<file path="config.mk">
export PLATFORM = sky130hd
export DESIGN_NAME = min_falling_path_sum_flat
export DESIGN_NICKNAME = d
export VERILOG_FILES = /design/src/rtl/core/mfps_pkg.sv /design/src/rtl/core/mfps_ifs.sv /design/src/rtl/core/mfps_ram.sv /design/src/rtl/core/mfps_queue.sv /design/src/rtl/core/mfps_front.sv /design/src/rtl/core/mfps_back.sv /design/src/rtl/core/min_falling_path_sum.sv /design/src/flat_wrapper.sv
export VERILOG_INCLUDE_DIRS = /design/src /design/src/rtl/core
export SDC_FILE = /design/constraint.sdc
export NUM_CORES = 2
export LEC_CHECK = 0
export ABC_AREA = 1
export BUFFER_PORTS_ARGS = -buffer_cell sky130_fd_sc_hd__buf_2
export CORE_MARGIN = 10
export CORE_UTILIZATION = 63
export DETAILED_ROUTE_END_ITERATION = 12
export HOLD_SLACK_MARGIN = 0.1
export PLACE_DENSITY = 0.82
export SYNTH_ARGS = -nofsm -noshare
export SYNTH_HDL_FRONTEND = slang
export SYNTH_HIERARCHICAL = 1
export SYNTH_SLANG_ARGS = --single-unit
</file>
<file path="constraint.sdc">
create_clock -name clock -period 11.4 [get_ports clock]
set_input_delay 2.28 -clock clock [delete_from_list [all_inputs] [get_ports clock]]
set_output_delay 2.28 -clock clock [all_outputs]
set_load 0.01 [all_outputs]
</file>
<file path="src/rtl/core/assert_macros.svh">
// Assertion macros used by the top-level RTL file to check its own logic.
`ifndef ASSERT_MACROS_SVH
`define ASSERT_MACROS_SVH

// Same-cycle implication, checked outside reset.
`define ASSERT_IMP(label, clk, rst, ante, cons) \
   label: assert property (@(posedge clk) disable iff (rst) (ante) |-> (cons)) \
      else $error("assertion failed: same-cycle implication");

// Next-cycle implication, checked outside reset.
`define ASSERT_NXT(label, clk, rst, ante, cons) \
   label: assert property (@(posedge clk) disable iff (rst) (ante) |=> (cons)) \
      else $error("assertion failed: next-cycle implication");

`endif

</file>
<file path="src/rtl/core/mfps_pkg.sv">
// Shared types and fixed constants of the minimum falling path sum block.
`default_nettype none

package mfps_pkg;

   // Fixed field widths, reset size and queue depth
   localparam int CELL_W      = 16;
   localparam int SUM_W       = 22;
   localparam int CSR_W       = 7;
   localparam int RESET_SIZE  = 64;
   localparam int QUEUE_DEPTH = 4;

   // Saturation limits of a path sum
   localparam logic signed [SUM_W-1:0] SUM_MAX = {1'b0, {(SUM_W-1){1'b1}}};
   localparam logic signed [SUM_W-1:0] SUM_MIN = {1'b1, {(SUM_W-1){1'b0}}};

   // Position of one cell within the matrix
   typedef struct packed {
      logic row0;
      logic last_row;
      logic first_col;
      logic last_col;
   } flags_type;

   // Back-end status seen by the top level
   typedef struct packed {
      logic emit;
      logic out_blocked;
   } back_stat_type;

   localparam int FLAGS_W = $bits(flags_type);

endpackage

`default_nettype wire

</file>
<file path="src/rtl/core/mfps_ifs.sv">
// Valid/ready channel interfaces for cells in and path sums out.
`default_nettype none

interface mfps_req_if;
   logic                                valid;
   logic                                ready;
   logic signed [mfps_pkg::CELL_W-1:0]  cell_value;

   modport source (output valid, output cell_value, input ready);
   modport sink   (input valid, input cell_value, output ready);
endinterface

interface mfps_rsp_if;
   logic                                valid;
   logic                                ready;
   logic signed [mfps_pkg::SUM_W-1:0]   path_sum;

   modport source (output valid, output path_sum, input ready);
   modport sink   (input valid, input path_sum, output ready);
endinterface

`default_nettype wire

</file>
<file path="src/rtl/core/mfps_ram.sv">
// Generic single-write, single-read RAM with registered read data.
`default_nettype none

module mfps_ram #(
   parameter int WIDTH = 22,
   parameter int DEPTH = 64,
   localparam int A_W = (DEPTH > 1) ? $clog2(DEPTH) : 1
) (
   input  wire logic                   clock,
   input  wire logic                   wr_en,
   input  wire logic [A_W-1:0]         wr_addr,
   input  wire logic [WIDTH-1:0]       wr_data,
   input  wire logic                   rd_en,
   input  wire logic [A_W-1:0]         rd_addr,
   output      logic [WIDTH-1:0]       rd_data
);

   logic [WIDTH-1:0] mem [DEPTH];
   logic [WIDTH-1:0] rd_data_ff;

   always_ff @(posedge clock) begin
      if (wr_en) begin
         mem[wr_addr] <= wr_data;
      end
      if (rd_en) begin
         rd_data_ff <= mem[rd_addr];
      end
   end

   assign rd_data = rd_data_ff;

endmodule

`default_nettype wire

</file>
<file path="src/rtl/core/mfps_queue.sv">
// Small FIFO between the front end and the back end.
`default_nettype none

module mfps_queue #(
   parameter int WIDTH = 27,
   parameter int DEPTH = 4
) (
   input  wire logic             clock,
   input  wire logic             reset,
   input  wire logic             push,
   input  wire logic [WIDTH-1:0] push_data,
   output      logic             full,
   input  wire logic             pop,
   output      logic [WIDTH-1:0] pop_data,
   output      logic             empty
);

   localparam int PTR_W = (DEPTH > 1) ? $clog2(DEPTH) : 1;
   localparam int CNT_W = $clog2(DEPTH + 1);

   logic [WIDTH-1:0] slot_ff [DEPTH];
   logic [PTR_W-1:0] wr_ptr_ff, wr_ptr_in;
   logic [PTR_W-1:0] rd_ptr_ff, rd_ptr_in;
   logic [CNT_W-1:0] count_ff,  count_in;

   // Pointer and fill-count update
   always_comb begin
      wr_ptr_in = wr_ptr_ff;
      rd_ptr_in = rd_ptr_ff;
      count_in  = count_ff;
      if (push) begin
         wr_ptr_in = (wr_ptr_ff == PTR_W'(DEPTH - 1)) ? '0 : wr_ptr_ff + PTR_W'(1);
      end
      if (pop) begin
         rd_ptr_in = (rd_ptr_ff == PTR_W'(DEPTH - 1)) ? '0 : rd_ptr_ff + PTR_W'(1);
      end
      if (push && !pop) begin
         count_in = count_ff + CNT_W'(1);
      end else if (pop && !push) begin
         count_in = count_ff - CNT_W'(1);
      end
   end

   always_ff @(posedge clock) begin
      if (reset) begin
         wr_ptr_ff <= '0;
         rd_ptr_ff <= '0;
         count_ff  <= '0;
      end else begin
         wr_ptr_ff <= wr_ptr_in;
         rd_ptr_ff <= rd_ptr_in;
         count_ff  <= count_in;
      end
   end

   // Storage
   always_ff @(posedge clock) begin
      if (push) begin
         slot_ff[wr_ptr_ff] <= push_data;
      end
   end

   assign pop_data = slot_ff[rd_ptr_ff];
   assign full     = (count_ff == CNT_W'(DEPTH));
   assign empty    = (count_ff == '0);

endmodule

`default_nettype wire

</file>
<file path="src/rtl/core/mfps_front.sv">
// Front end: takes cells, tracks row and column, tags each item for the back end.
`default_nettype none

module mfps_front #(
   parameter int MAX_SIZE = 64,
   localparam int P_W = (MAX_SIZE > 1) ? $clog2(MAX_SIZE) : 1
) (
   input  wire logic                             clock,
   input  wire logic                             reset,
   mfps_req_if.sink                              req_if,
   input  wire logic                             csr_wr_en,
   input  wire logic [mfps_pkg::CSR_W-1:0]       csr_wr_data,
   input  wire logic                             q_full,
   output      logic                             push,
   output      logic [P_W-1:0]                   cmd_col,
   output      mfps_pkg::flags_type              cmd_flags,
   output      logic signed [mfps_pkg::CELL_W-1:0] cmd_cell
);

   localparam int SZ_W0 = $clog2(MAX_SIZE + 1);
   localparam int N_W   = (SZ_W0 > mfps_pkg::CSR_W) ? SZ_W0 : mfps_pkg::CSR_W;
   localparam int RST_N = (mfps_pkg::RESET_SIZE > MAX_SIZE) ? MAX_SIZE
                                                            : mfps_pkg::RESET_SIZE;

   logic [N_W-1:0] size_ff, size_in;
   logic [P_W-1:0] col_ff,  col_in;
   logic [P_W-1:0] row_ff,  row_in;
   logic [N_W-1:0] csr_ext;
   logic           accept;
   logic           last_col;
   logic           last_row;

   // Effective size: zero acts as one, clamp at the store depth
   assign csr_ext = N_W'(csr_wr_data);
   always_comb begin
      size_in = size_ff;
      if (csr_wr_en) begin
         if (csr_ext == '0) begin
            size_in = N_W'(1);
         end else if (csr_ext > N_W'(MAX_SIZE)) begin
            size_in = N_W'(MAX_SIZE);
         end else begin
            size_in = csr_ext;
         end
      end
   end

   assign accept    = req_if.valid && !q_full;
   assign last_col  = (N_W'(col_ff) + N_W'(1)) == size_ff;
   assign last_row  = (N_W'(row_ff) + N_W'(1)) == size_ff;

   // Position walk; a size write re-arms
   always_comb begin
      col_in = col_ff;
      row_in = row_ff;
      if (csr_wr_en) begin
         col_in = '0;
         row_in = '0;
      end else if (accept) begin
         if (last_col) begin
            col_in = '0;
            row_in = last_row ? '0 : row_ff + P_W'(1);
         end else begin
            col_in = col_ff + P_W'(1);
         end
      end
   end

   always_ff @(posedge clock) begin
      if (reset) begin
         size_ff <= N_W'(RST_N);
         col_ff  <= '0;
         row_ff  <= '0;
      end else begin
         size_ff <= size_in;
         col_ff  <= col_in;
         row_ff  <= row_in;
      end
   end

   // Tagged item toward the queue
   assign req_if.ready        = !q_full;
   assign push                = accept;
   assign cmd_col             = col_ff;
   assign cmd_cell            = req_if.cell_value;
   assign cmd_flags.row0      = (row_ff == '0);
   assign cmd_flags.last_row  = last_row;
   assign cmd_flags.first_col = (col_ff == '0);
   assign cmd_flags.last_col  = last_col;

endmodule

`default_nettype wire

</file>
<file path="src/rtl/core/mfps_back.sv">
// Back end: row-store update, neighbor window, running minimum and result register.
`default_nettype none

module mfps_back #(
   parameter int MAX_SIZE = 64,
   localparam int P_W = (MAX_SIZE > 1) ? $clog2(MAX_SIZE) : 1
) (
   input  wire logic                               clock,
   input  wire logic                               reset,
   input  wire logic                               q_empty,
   output      logic                               q_pop,
   input  wire logic [P_W-1:0]                     cmd_col,
   input  wire mfps_pkg::flags_type                cmd_flags,
   input  wire logic signed [mfps_pkg::CELL_W-1:0] cmd_cell,
   mfps_rsp_if.source                              rsp_if,
   output      mfps_pkg::back_stat_type            stat
);

   localparam int SW  = mfps_pkg::SUM_W;
   localparam int CW  = mfps_pkg::CELL_W;

   // Execute stage
   logic                    b_valid_ff, b_valid_in;
   logic [P_W-1:0]          b_col_ff;
   mfps_pkg::flags_type     b_flags_ff;
   logic signed [CW-1:0]    b_cell_ff;
   logic                    fwd_hit_ff;
   logic signed [SW-1:0]    fwd_data_ff;

   // Neighbor window and running minimum
   logic signed [SW-1:0]    up_next_ff;
   logic signed [SW-1:0]    left_ff;
   logic signed [SW-1:0]    col0_ff;
   logic signed [SW-1:0]    min_ff;

   // Result register
   logic                    rsp_valid_ff, rsp_valid_in;
   logic signed [SW-1:0]    rsp_sum_ff;

   logic [P_W-1:0]          rd_addr;
   logic [SW-1:0]           ram_rdata;
   logic signed [SW-1:0]    right_val;
   logic signed [SW-1:0]    up_val;
   logic signed [SW-1:0]    best;
   logic signed [SW:0]      sum_wide;
   logic signed [SW-1:0]    sum_sat;
   logic signed [SW-1:0]    cell_ext;
   logic signed [SW-1:0]    fresh;
   logic signed [SW-1:0]    new_min;
   logic                    emit;
   logic                    out_free;
   logic                    b_fire;

   // Row store: read the up-right entry as an item leaves the queue
   assign rd_addr = cmd_col + P_W'(1);

   mfps_ram #(
      .WIDTH (SW),
      .DEPTH (MAX_SIZE)
   ) u_row_store (
      .clock   (clock),
      .wr_en   (b_fire),
      .wr_addr (b_col_ff),
      .wr_data (fresh),
      .rd_en   (q_pop),
      .rd_addr (rd_addr),
      .rd_data (ram_rdata)
   );

   // Old-row neighbors
   assign right_val = fwd_hit_ff ? fwd_data_ff : $signed(ram_rdata);
   assign up_val    = b_flags_ff.first_col ? col0_ff : up_next_ff;

   always_comb begin
      best = up_val;
      if (!b_flags_ff.first_col && (left_ff < best)) begin
         best = left_ff;
      end
      if (!b_flags_ff.last_col && (right_val < best)) begin
         best = right_val;
      end
   end

   // Saturating add of the cell to the best neighbor
   assign cell_ext = {{(SW-CW){b_cell_ff[CW-1]}}, b_cell_ff};
   assign sum_wide = {best[SW-1], best} + {cell_ext[SW-1], cell_ext};

   always_comb begin
      if (sum_wide[SW] != sum_wide[SW-1]) begin
         sum_sat = sum_wide[SW] ? mfps_pkg::SUM_MIN : mfps_pkg::SUM_MAX;
      end else begin
         sum_sat = sum_wide[SW-1:0];
      end
   end

   assign fresh   = b_flags_ff.row0 ? cell_ext : sum_sat;
   assign new_min = (b_flags_ff.first_col || (fresh < min_ff)) ? fresh : min_ff;

   // Handshake between stages
   assign emit     = b_flags_ff.last_row && b_flags_ff.last_col;
   assign out_free = !rsp_valid_ff || rsp_if.ready;
   assign b_fire   = b_valid_ff && (!emit || out_free);
   assign q_pop    = !q_empty && (!b_valid_ff || b_fire);

   always_comb begin
      b_valid_in = b_valid_ff;
      if (q_pop) begin
         b_valid_in = 1'b1;
      end else if (b_fire) begin
         b_valid_in = 1'b0;
      end
   end

   always_comb begin
      rsp_valid_in = rsp_valid_ff;
      if (b_fire && emit) begin
         rsp_valid_in = 1'b1;
      end else if (rsp_if.ready) begin
         rsp_valid_in = 1'b0;
      end
   end

   // Control state
   always_ff @(posedge clock) begin
      if (reset) begin
         b_valid_ff   <= 1'b0;
         rsp_valid_ff <= 1'b0;
         fwd_hit_ff   <= 1'b0;
         min_ff       <= '0;
      end else begin
         b_valid_ff   <= b_valid_in;
         rsp_valid_ff <= rsp_valid_in;
         if (q_pop) begin
            fwd_hit_ff <= b_fire && (b_col_ff == rd_addr);
         end
         if (b_fire && b_flags_ff.last_row) begin
            min_ff <= new_min;
         end
      end
   end

   // Payload registers
   always_ff @(posedge clock) begin
      if (q_pop) begin
         b_col_ff    <= cmd_col;
         b_flags_ff  <= cmd_flags;
         b_cell_ff   <= cmd_cell;
         fwd_data_ff <= fresh;
      end
      if (b_fire) begin
         up_next_ff <= right_val;
         left_ff    <= up_val;
         if (b_flags_ff.first_col) begin
            col0_ff <= fresh;
         end
      end
      if (b_fire && emit) begin
         rsp_sum_ff <= new_min;
      end
   end

   assign rsp_if.valid     = rsp_valid_ff;
   assign rsp_if.path_sum  = rsp_sum_ff;
   assign stat.emit        = b_fire && emit;
   assign stat.out_blocked = rsp_valid_ff && !rsp_if.ready;

endmodule

`default_nettype wire

</file>
<file path="src/rtl/core/min_falling_path_sum.sv">
// Top level of the minimum falling path sum block.
// One cell per cycle unless stalled; each item does one row-store read and one write.
// The last cell passes the queue and the execute stage; the sum is then registered.
// Input stalls only when the four-entry queue fills behind an unread result.
// Reset: synchronous, active high; size goes to min(64, MAX_SIZE); position re-arms.
`default_nettype none
`include "assert_macros.svh"

module min_falling_path_sum #(
   parameter int MAX_SIZE = 64
) (
   input  wire logic                       clock,
   input  wire logic                       reset,
   input  wire logic                       csr_wr_en,
   input  wire logic [mfps_pkg::CSR_W-1:0] csr_wr_data,
   mfps_req_if.sink                        req_if,
   mfps_rsp_if.source                      rsp_if
);

   localparam int P_W = (MAX_SIZE > 1) ? $clog2(MAX_SIZE) : 1;
   localparam int Q_W = P_W + mfps_pkg::FLAGS_W + mfps_pkg::CELL_W;

   logic                                q_push;
   logic                                q_pop;
   logic                                q_full;
   logic                                q_empty;
   logic [Q_W-1:0]                      q_in;
   logic [Q_W-1:0]                      q_out;
   logic [P_W-1:0]                      f_col;
   mfps_pkg::flags_type                 f_flags;
   logic signed [mfps_pkg::CELL_W-1:0]  f_cell;
   logic [P_W-1:0]                      b_col;
   mfps_pkg::flags_type                 b_flags;
   logic signed [mfps_pkg::CELL_W-1:0]  b_cell;
   mfps_pkg::back_stat_type             back_stat;

   // Front end
   mfps_front #(
      .MAX_SIZE (MAX_SIZE)
   ) u_front (
      .clock       (clock),
      .reset       (reset),
      .req_if      (req_if),
      .csr_wr_en   (csr_wr_en),
      .csr_wr_data (csr_wr_data),
      .q_full      (q_full),
      .push        (q_push),
      .cmd_col     (f_col),
      .cmd_flags   (f_flags),
      .cmd_cell    (f_cell)
   );

   // Item queue
   assign q_in = {f_col, f_flags, f_cell};

   mfps_queue #(
      .WIDTH (Q_W),
      .DEPTH (mfps_pkg::QUEUE_DEPTH)
   ) u_queue (
      .clock     (clock),
      .reset     (reset),
      .push      (q_push),
      .push_data (q_in),
      .full      (q_full),
      .pop       (q_pop),
      .pop_data  (q_out),
      .empty     (q_empty)
   );

   assign {b_col, b_flags, b_cell} = q_out;

   // Back end
   mfps_back #(
      .MAX_SIZE (MAX_SIZE)
   ) u_back (
      .clock     (clock),
      .reset     (reset),
      .q_empty   (q_empty),
      .q_pop     (q_pop),
      .cmd_col   (b_col),
      .cmd_flags (b_flags),
      .cmd_cell  (b_cell),
      .rsp_if    (rsp_if),
      .stat      (back_stat)
   );

   // Checks
   `ASSERT_IMP(a_pop_not_empty, clock, reset, q_pop, !q_empty)
   `ASSERT_IMP(a_no_result_overwrite, clock, reset, back_stat.out_blocked, !back_stat.emit)
   `ASSERT_NXT(a_emit_shows_result, clock, reset, back_stat.emit, rsp_if.valid)

endmodule

`default_nettype wire
</file>
<file path="src/flat_wrapper.sv">
// flat-port wrapper written by rule: the top's interface ports become plain ports
module min_falling_path_sum_flat 
#(
   parameter int MAX_SIZE = 64
)
  (clock, reset, csr_wr_en, csr_wr_data, req_if_valid, req_if_cell_value, req_if_ready, rsp_if_valid, rsp_if_path_sum, rsp_if_ready);
  mfps_req_if req_if_i ();
  mfps_rsp_if rsp_if_i ();
  input  wire logic clock;
  input  wire logic reset;
  input  wire logic csr_wr_en;
  input  wire logic [mfps_pkg::CSR_W-1:0] csr_wr_data;
  input wire logic [$bits(req_if_i.valid)-1:0] req_if_valid;
  input wire logic [$bits(req_if_i.cell_value)-1:0] req_if_cell_value;
  output wire logic [$bits(req_if_i.ready)-1:0] req_if_ready;
  output wire logic [$bits(rsp_if_i.valid)-1:0] rsp_if_valid;
  output wire logic [$bits(rsp_if_i.path_sum)-1:0] rsp_if_path_sum;
  input wire logic [$bits(rsp_if_i.ready)-1:0] rsp_if_ready;
  assign req_if_i.valid = req_if_valid;
  assign req_if_i.cell_value = req_if_cell_value;
  assign req_if_ready = req_if_i.ready;
  assign rsp_if_valid = rsp_if_i.valid;
  assign rsp_if_path_sum = rsp_if_i.path_sum;
  assign rsp_if_i.ready = rsp_if_ready;
  min_falling_path_sum #(.MAX_SIZE(MAX_SIZE)) u_core (.clock(clock), .reset(reset), .csr_wr_en(csr_wr_en), .csr_wr_data(csr_wr_data), .req_if(req_if_i), .rsp_if(rsp_if_i));
endmodule
</file>
# Word level (Yosys, flattened, before mapping)
# Memory sizes are Yosys's and may differ from the RTL's. A register that Yosys moved wholly into a read port is not among the register bits.
# Cells that the tools add are included.
# word_totals
mem_bits_rw,1512
n_memories,2
out_inout_bits,24
inputBits,28
reg_bits,187
# op_classes
n_reduce_logical,34
n_lt_le_gt_ge,4
addsub,10
eq_ne,7
muxes,26
# memory_table
memory,words,width,rd,rd_ports_with_merged_regs,write_ports,line,source
u_core.u_back.u_row_store.mem,64,22,1,1,1,mfps_ram.sv:18,logic [WIDTH-1:0] mem [DEPTH];
u_core.u_queue.slot_ff,4,26,1,1,1,mfps_queue.sv:21,logic [WIDTH-1:0] slot_ff [DEPTH];
# op_table
cell,n
22-bit 2-to-1 mux,8
22-bit less-than comparator,3
22-bit by 16-bit adder with 23-bit output,1
6-bit by 1-bit adder with 6-bit output (second input constant),3
6-bit by 1-bit adder with 7-bit output (second input constant),2
7-bit equality test,2
7-bit 2-to-1 mux,2
6-bit zero test,2
6-bit 2-to-1 mux,2
1-bit logical AND,11
1-bit zero test,9
1-bit 2-to-1 mux,8
2-bit 2-to-1 mux,4
7-bit greater-than comparator (second input constant),1
7-bit zero test,1
6-bit equality test,1
3-bit 2-to-1 mux,2
2-bit nonzero test,3
2-bit by 1-bit adder with 2-bit output (second input constant),2
2-bit equality test (second input constant),2
1-bit logical OR,4
2-bit AND reduction,2
3-bit by 1-bit adder with 3-bit output (second input constant),1
3-bit equality test (second input constant),1
other kinds (4),4

# Depth between registers and ports, before layout
# depth
word_depth,14
ltp_mapped,64

# Modules after synthesis
# Netlist, hierarchy kept.
# modules_own_cells
module,area_each_um2,n_inst,seq_area_each_um2,cells_per_inst
mfps_ram,57433.8,1,42941.2,4800
mfps_back,10005.8,1,4584.4,1125
mfps_queue,4325.4,1,3303.2,310
mfps_front,1457.6,1,380.4,249

# Worst setup path before layout
# Ideal clock, no wire load.
# synth_path
path_type,flip-flop to flip-flop
start,reg u_core/u_back/b_flags_ff[1] in the netlist's numbering
end,"reg u_core.u_back.rsp_sum_ff[21], in the netlist u_core/u_back/rsp_if.path_sum[21], data pin"
setup_slack_ps,1543
setup_ps,264
arrival_time_ps,9592
path_stages_with_launch,50
t_required_ps,11136
path_cell_list,edfxtp_1 -> inv_1 -> clkbuf_1 -> clkbuf_1 -> or2_2 -> o21ai_0 -> ha_1 -> inv_1 -> nor3_1 -> nand2_1 -> nor3_1 -> nand2_1 -> nand2_1 -> nand2_1 -> nand3_2 -> clkbuf_1 -> nand2_1 -> o21ai_0 -> [... 14 more ...] -> nand2_1 -> ha_1 -> fa_1 -> nand2_1 -> nand3_2 -> nand3_2 -> nand3_2 -> nand2_1 -> nand2_2 -> o21ai_0 -> ha_1 -> a31oi_1 -> nand2_2 -> nand2_4 -> nand3_4 -> buf_6 -> nand2_2 -> nand2_1
# synth_between
elab_chain_len,14
elab_cells_between_ends,16
# synth_rtl
element,line,source
start: declaration,mfps_back.sv:25,mfps_pkg::flags_type b_flags_ff;
start signal: assignment,mfps_back.sv:146,b_flags_ff <= cmd_flags;
22-bit 2-to-1 mux,mfps_back.sv:72,assign up_val = b_flags_ff.first_col ? col0_ff : up_next_ff;
22-bit less-than comparator,mfps_back.sv:76,if (!b_flags_ff.first_col && (left_ff < best)) begin
1-bit logical AND,mfps_back.sv:76,
22-bit 2-to-1 mux (*),mfps_back.sv:76,
22-bit less-than comparator,mfps_back.sv:79,if (!b_flags_ff.last_col && (right_val < best)) begin
1-bit logical AND,mfps_back.sv:79,
22-bit 2-to-1 mux (*),mfps_back.sv:79,
22-bit by 16-bit adder with 23-bit output (*),mfps_back.sv:86,"assign sum_wide = {best[SW-1], best} + {cell_ext[SW-1], cell_ext};"
22-bit 2-to-1 mux or 1-bit != test (tied branches),"mfps_back.sv:90, mfps_back.sv:89",
22-bit 2-to-1 mux (*),mfps_back.sv:89,if (sum_wide[SW] != sum_wide[SW-1]) begin
22-bit 2-to-1 mux (*),mfps_back.sv:96,assign fresh = b_flags_ff.row0 ? cell_ext : sum_sat;
net u_core.u_back.fresh[21],mfps_back.sv:48,logic signed [SW-1:0] fresh;
22-bit less-than comparator,mfps_back.sv:97,assign new_min = (b_flags_ff.first_col || (fresh < min_ff)) ? fresh : min_ff;
1-bit logical OR,mfps_back.sv:97,
22-bit 2-to-1 mux (*),mfps_back.sv:97,
net u_core.u_back.new_min[21],mfps_back.sv:49,logic signed [SW-1:0] new_min;
end signal: assignment,mfps_back.sv:158,rsp_sum_ff <= new_min;
end: declaration,mfps_back.sv:38,logic signed [SW-1:0] rsp_sum_ff;
# The timed path passes the listed nets; every way through them passes the cells marked *.
# A chain may end at the register's enable or synchronous reset.

# Worst setup path in the final report
# layout_path
start,reg u_core/u_back/b_flags_ff[1] in the netlist's numbering
end,reg u_core.u_back.min_ff[19]
# layout_between
elab_chain_len,14
elab_cells_between_ends,16
# layout_rtl
element,line,source
22-bit 2-to-1 mux,mfps_back.sv:72,
22-bit less-than comparator,mfps_back.sv:76,
1-bit logical AND,mfps_back.sv:76,
22-bit 2-to-1 mux (*),mfps_back.sv:76,
22-bit less-than comparator,mfps_back.sv:79,
1-bit logical AND,mfps_back.sv:79,
22-bit 2-to-1 mux (*),mfps_back.sv:79,
22-bit by 16-bit adder with 23-bit output (*),mfps_back.sv:86,
22-bit 2-to-1 mux or 1-bit != test (tied branches),"mfps_back.sv:90, mfps_back.sv:89",
22-bit 2-to-1 mux (*),mfps_back.sv:89,
22-bit 2-to-1 mux (*),mfps_back.sv:96,
net u_core.u_back.fresh[7],mfps_back.sv:48,
22-bit less-than comparator (*),mfps_back.sv:97,
1-bit logical OR (*),mfps_back.sv:97,
22-bit 2-to-1 mux (*),mfps_back.sv:97,
end signal: assignment,mfps_back.sv:137,min_ff <= new_min;
end: declaration,mfps_back.sv:34,logic signed [SW-1:0] min_ff;
# Marks and branches as above.

==> impl_table.tex <==
\begin{tabular}{lr}
\hline
Metric & Value \\
\hline
\multicolumn{2}{l}{\textbf{Timing}} \\
Number of max-slew violations in the final report & 0 \\
Worst max-slew margin expressed relative to the limit & 22.1\% \\
Final Skew & 0.0312 ns \\
Part of the cycle the worst path needs & 90.3\% \\
Worst hold slack & 0.535 ns \\
Min cycle time layout & 10.29 ns \\
Setup repair after global routing missed its margin & false \\
Number of setup violations in the final report & 0 \\
Max Freq & 97.2 MHz \\
Transition at the pin with the smallest max-transition slack & 1.17 ns \\
Total Negative Setup Slacks & 0 ns \\
Number of hold violations in the final report & 0 \\
\multicolumn{2}{l}{\textbf{Clock network}} \\
Insertion delay of the later-clocked pin in the worst-skew pair & 0.78 ns \\
TritonCTS buffer count & 166 \\
TritonCTS clock tree & yes \\
Clock slew at reported path FFs & 0.06 ns \\
Root buffer cell & sky130\_fd\_sc\_hd\_\_clkbuf\_16 \\
Deepest level of the CTS H-tree & 4 \\
Clock sink count & 1723 \\
Clock tree buffer depth & 3 \\
Setup bufs post-CTS & 0 \\
\multicolumn{2}{l}{\textbf{Logic synthesis}} \\
Avg Cell Area, Syn & 11.3 sq um \\
Number of instances in the synthesized netlist & 6483 \\
Syn Std Cell Area & 73200 sq um \\
Post-Syn Nets & 6609 \\
Warning count from the yosys run & 6 \\
\multicolumn{2}{l}{\textbf{Setup path}} \\
CP bufs+invs & 7 \\
Setup CP Type & reg2reg \\
Number of cells traversed by the worst register-to-register path & 56 \\
Setup slack on the worst flop-to-flop path & 1.11 ns \\
Arrival time of the worst setup path & 10.96 ns \\
Crit-path leading delay family & simple AND/OR/NAND/NOR gates \\
Master of the slowest instance on the critical path & sky130\_fd\_sc\_hd\_\_o21ai\_0 \\
Crit-path most repeated cell & sky130\_fd\_sc\_hd\_\_nand2\_1 \\
Critical Path End Type & flop \\
Launching element type of the critical path & flop \\
Worst endpoint required time & 12.07 ns \\
Highest net fanout along the worst path & 43 \\
Critical Path Max Stage Delay & 0.41 ns \\
Path length in cells of the critical path & 56 \\
R2r startpoint & u\_core/u\_back/b\_flags\_ff[1] \\
Timing startpoint of the critical path & u\_core/u\_back/b\_flags\_ff[1] \\
Reg-to-reg critical path endpoint & u\_core/u\_back/min\_ff[19] \\
\multicolumn{2}{l}{\textbf{GRT}} \\
Tot GR Track Use & 29.5\% \\
Largest net degree at the start of global routing & 220 \\
Vias in the first global route & 48600 \\
Initial antenna violation count & 5 \\
Global route overflow & 0 \\
Global-route wire length before repair & 294000 microns \\
\multicolumn{2}{l}{\textbf{Floorplanning}} \\
Number of I/O pins & 52 \\
Initial Utilization & 63.3\% \\
Overall die width & 361 microns \\
Vertical extent of the die & 361 microns \\
Core area & 116000 sq um \\
Full die area & 130000 sq um \\
Floorplan row count & 125 \\
\multicolumn{2}{l}{\textbf{Placed design}} \\
Cell area after placement & 74900 sq um \\
Hpwl dp & 107000 microns \\
Count of buffers from port buffering & 51 \\
Placer's final routability congestion estimate & 0.956 \\
\multicolumn{2}{l}{\textbf{Routing}} \\
Wirelength, routed & 197000 microns \\
Starting DRT DRC Count & 7973 \\
Via count & 51300 \\
Post-detailed-route via-to-cell ratio & 6.33 \\
Post-route ant nets & 0 \\
Detailed-route DRC error count & 0 \\
Mean routed wirelength per cell & 24.3 microns \\
Initial DRT Pass Iterations & 10 \\
\multicolumn{2}{l}{\textbf{Cells and area}} \\
Final \#Nets & 6569 \\
Ratio of cells with drive above 1 in the final layout & 8.97\% \\
Final instance area & 80200 sq um \\
Layout overhead on the synthesized area & 9.50\% \\
Fillers & 7674 \\
\multicolumn{2}{l}{\textbf{Status}} \\
Run status & completed \\
\multicolumn{2}{l}{\textbf{Min path}} \\
Cells on Worst Hold Path & 2 \\
Worst hold start & u\_core/u\_front/size\_ff[6] \\
Min-Delay Path Class & reg2reg \\
Worst min-delay path endpoint & u\_core/u\_front/size\_ff[6] \\
\multicolumn{2}{l}{\textbf{Run}} \\
Number of max-cap violations & 0 \\
\hline
\end{tabular}
per-layer routing:
layer / wire length [microns] / global-route usage, % / vias up
met5: 0 / 0 / -
met4: 9240 / 13.0 / 0
met3: 24400 / 6.42 / 558
met2: 91000 / 45.7 / 3622
met1: 72300 / 40.3 / 24600
li1: - / - / 22600
layout by cell type (no fill, tap or decap), drive strengths merged, types with 4 or more instances in the layout:
master and n:
nor2 180, o21ai 130, o21a 4, nand3 1264, a31oi 5, or2 21, mux2 21, nor3 10
xor2 16, nand4 71, nor4 10, clkbuf 220, o22ai 30, nand2 2171, dfxtp 53, buf 175
inv 233, xnor2 12, a211oi 5, edfxtp 1670, bufinv 11, ha 96, o21bai 5, clkinv 66
a21oi 83
sequential cells by signal, indices dropped and copies added (netlist names), 2 cells and up, named ones only:
| signal | count |
|---|---|
| u_core/u_back/rsp_if.path_sum | 22 |
| u_core/u_queue/slot_ff | 104 |
| u_core/u_back/left_ff | 22 |
| u_core/u_queue/rd_ptr_ff | 2 |
| u_core/u_back/b_flags_ff | 4 |
| u_core/u_front/cmd_col | 6 |
| u_core/u_back/col0_ff | 22 |
| u_core/u_back/u_row_store/mem | 1408 |
| u_core/u_back/fwd_data_ff | 22 |
| u_core/u_queue/count_ff | 3 |
| u_core/u_back/b_col_ff | 6 |
| u_core/u_back/b_cell_ff | 16 |
| u_core/u_back/u_row_store/rd_data | 22 |
| u_core/u_queue/wr_ptr_ff | 2 |
| u_core/u_back/min_ff | 22 |
| u_core/u_back/up_next_ff | 22 |
| u_core/u_front/row_ff | 6 |
| u_core/u_front/size_ff | 7 |
layout make-up:
class | instances | area [sq um] | area share (%)
flip-flops and latches | 1723 | 51200 | 63.9
multi-input cells | 4149 | 19600 | 24.5
clock buffers | 220 | 4540 | 5.66
well taps | 1524 | 1910 | 2.38
repair buffers | 175 | 1290 | 1.60
inverters | 228 | 890 | 1.11
clock inverters | 85 | 734 | 0.916
diodes | 3 | 7.51 | 0.00936
per-stage QoR:
stage | worst slack, ns | util (%) | cells
2_1_floorplan | 1.54 | - | 6483
3_3_place_gp | 0.816 | 64.7 | 7799
3_5_place_dp | 0.617 | 64.7 | 7799
4_1_cts | 0.523 | 69.2 | 8104
5_1_grt | 0.0184 | 69.3 | 8104
6_report | 1.11 | 69.3 | 8107
how the worst max path moves through the flow:
stage,end,slack (ns)
finish,u_core/u_back/min_ff[19],1.11
floorplan,u_core/u_back/rsp_if.path_sum[21],1.54
detailed placement,u_core/u_back/min_ff[19],0.62
global placement,u_core/u_back/min_ff[20],0.82
CTS,u_core/u_back/min_ff[19],0.52
global route,u_core/u_back/min_ff[20],0.02
worst reg2reg max path: cells and delay by family, from the launching register on:
family / cells / cell delay, ns
simple gates: 31 / 4.38
fa+ha+maj: 4 / 1.25
buf+inv: 7 / 1.51
compound gates: 14 / 2.70
flops: 1 / 0.33
timing repair:
action | 4_1_cts | 5_1_grt
gates resized for setup | 0 | 4
setup endpoints to repair | 0 | 44
hold buffers | 0 | 0
Power is left out: the tool's default activity adds up to more than one toggle a clock period on the data nets, which glitch-free logic cannot reach.
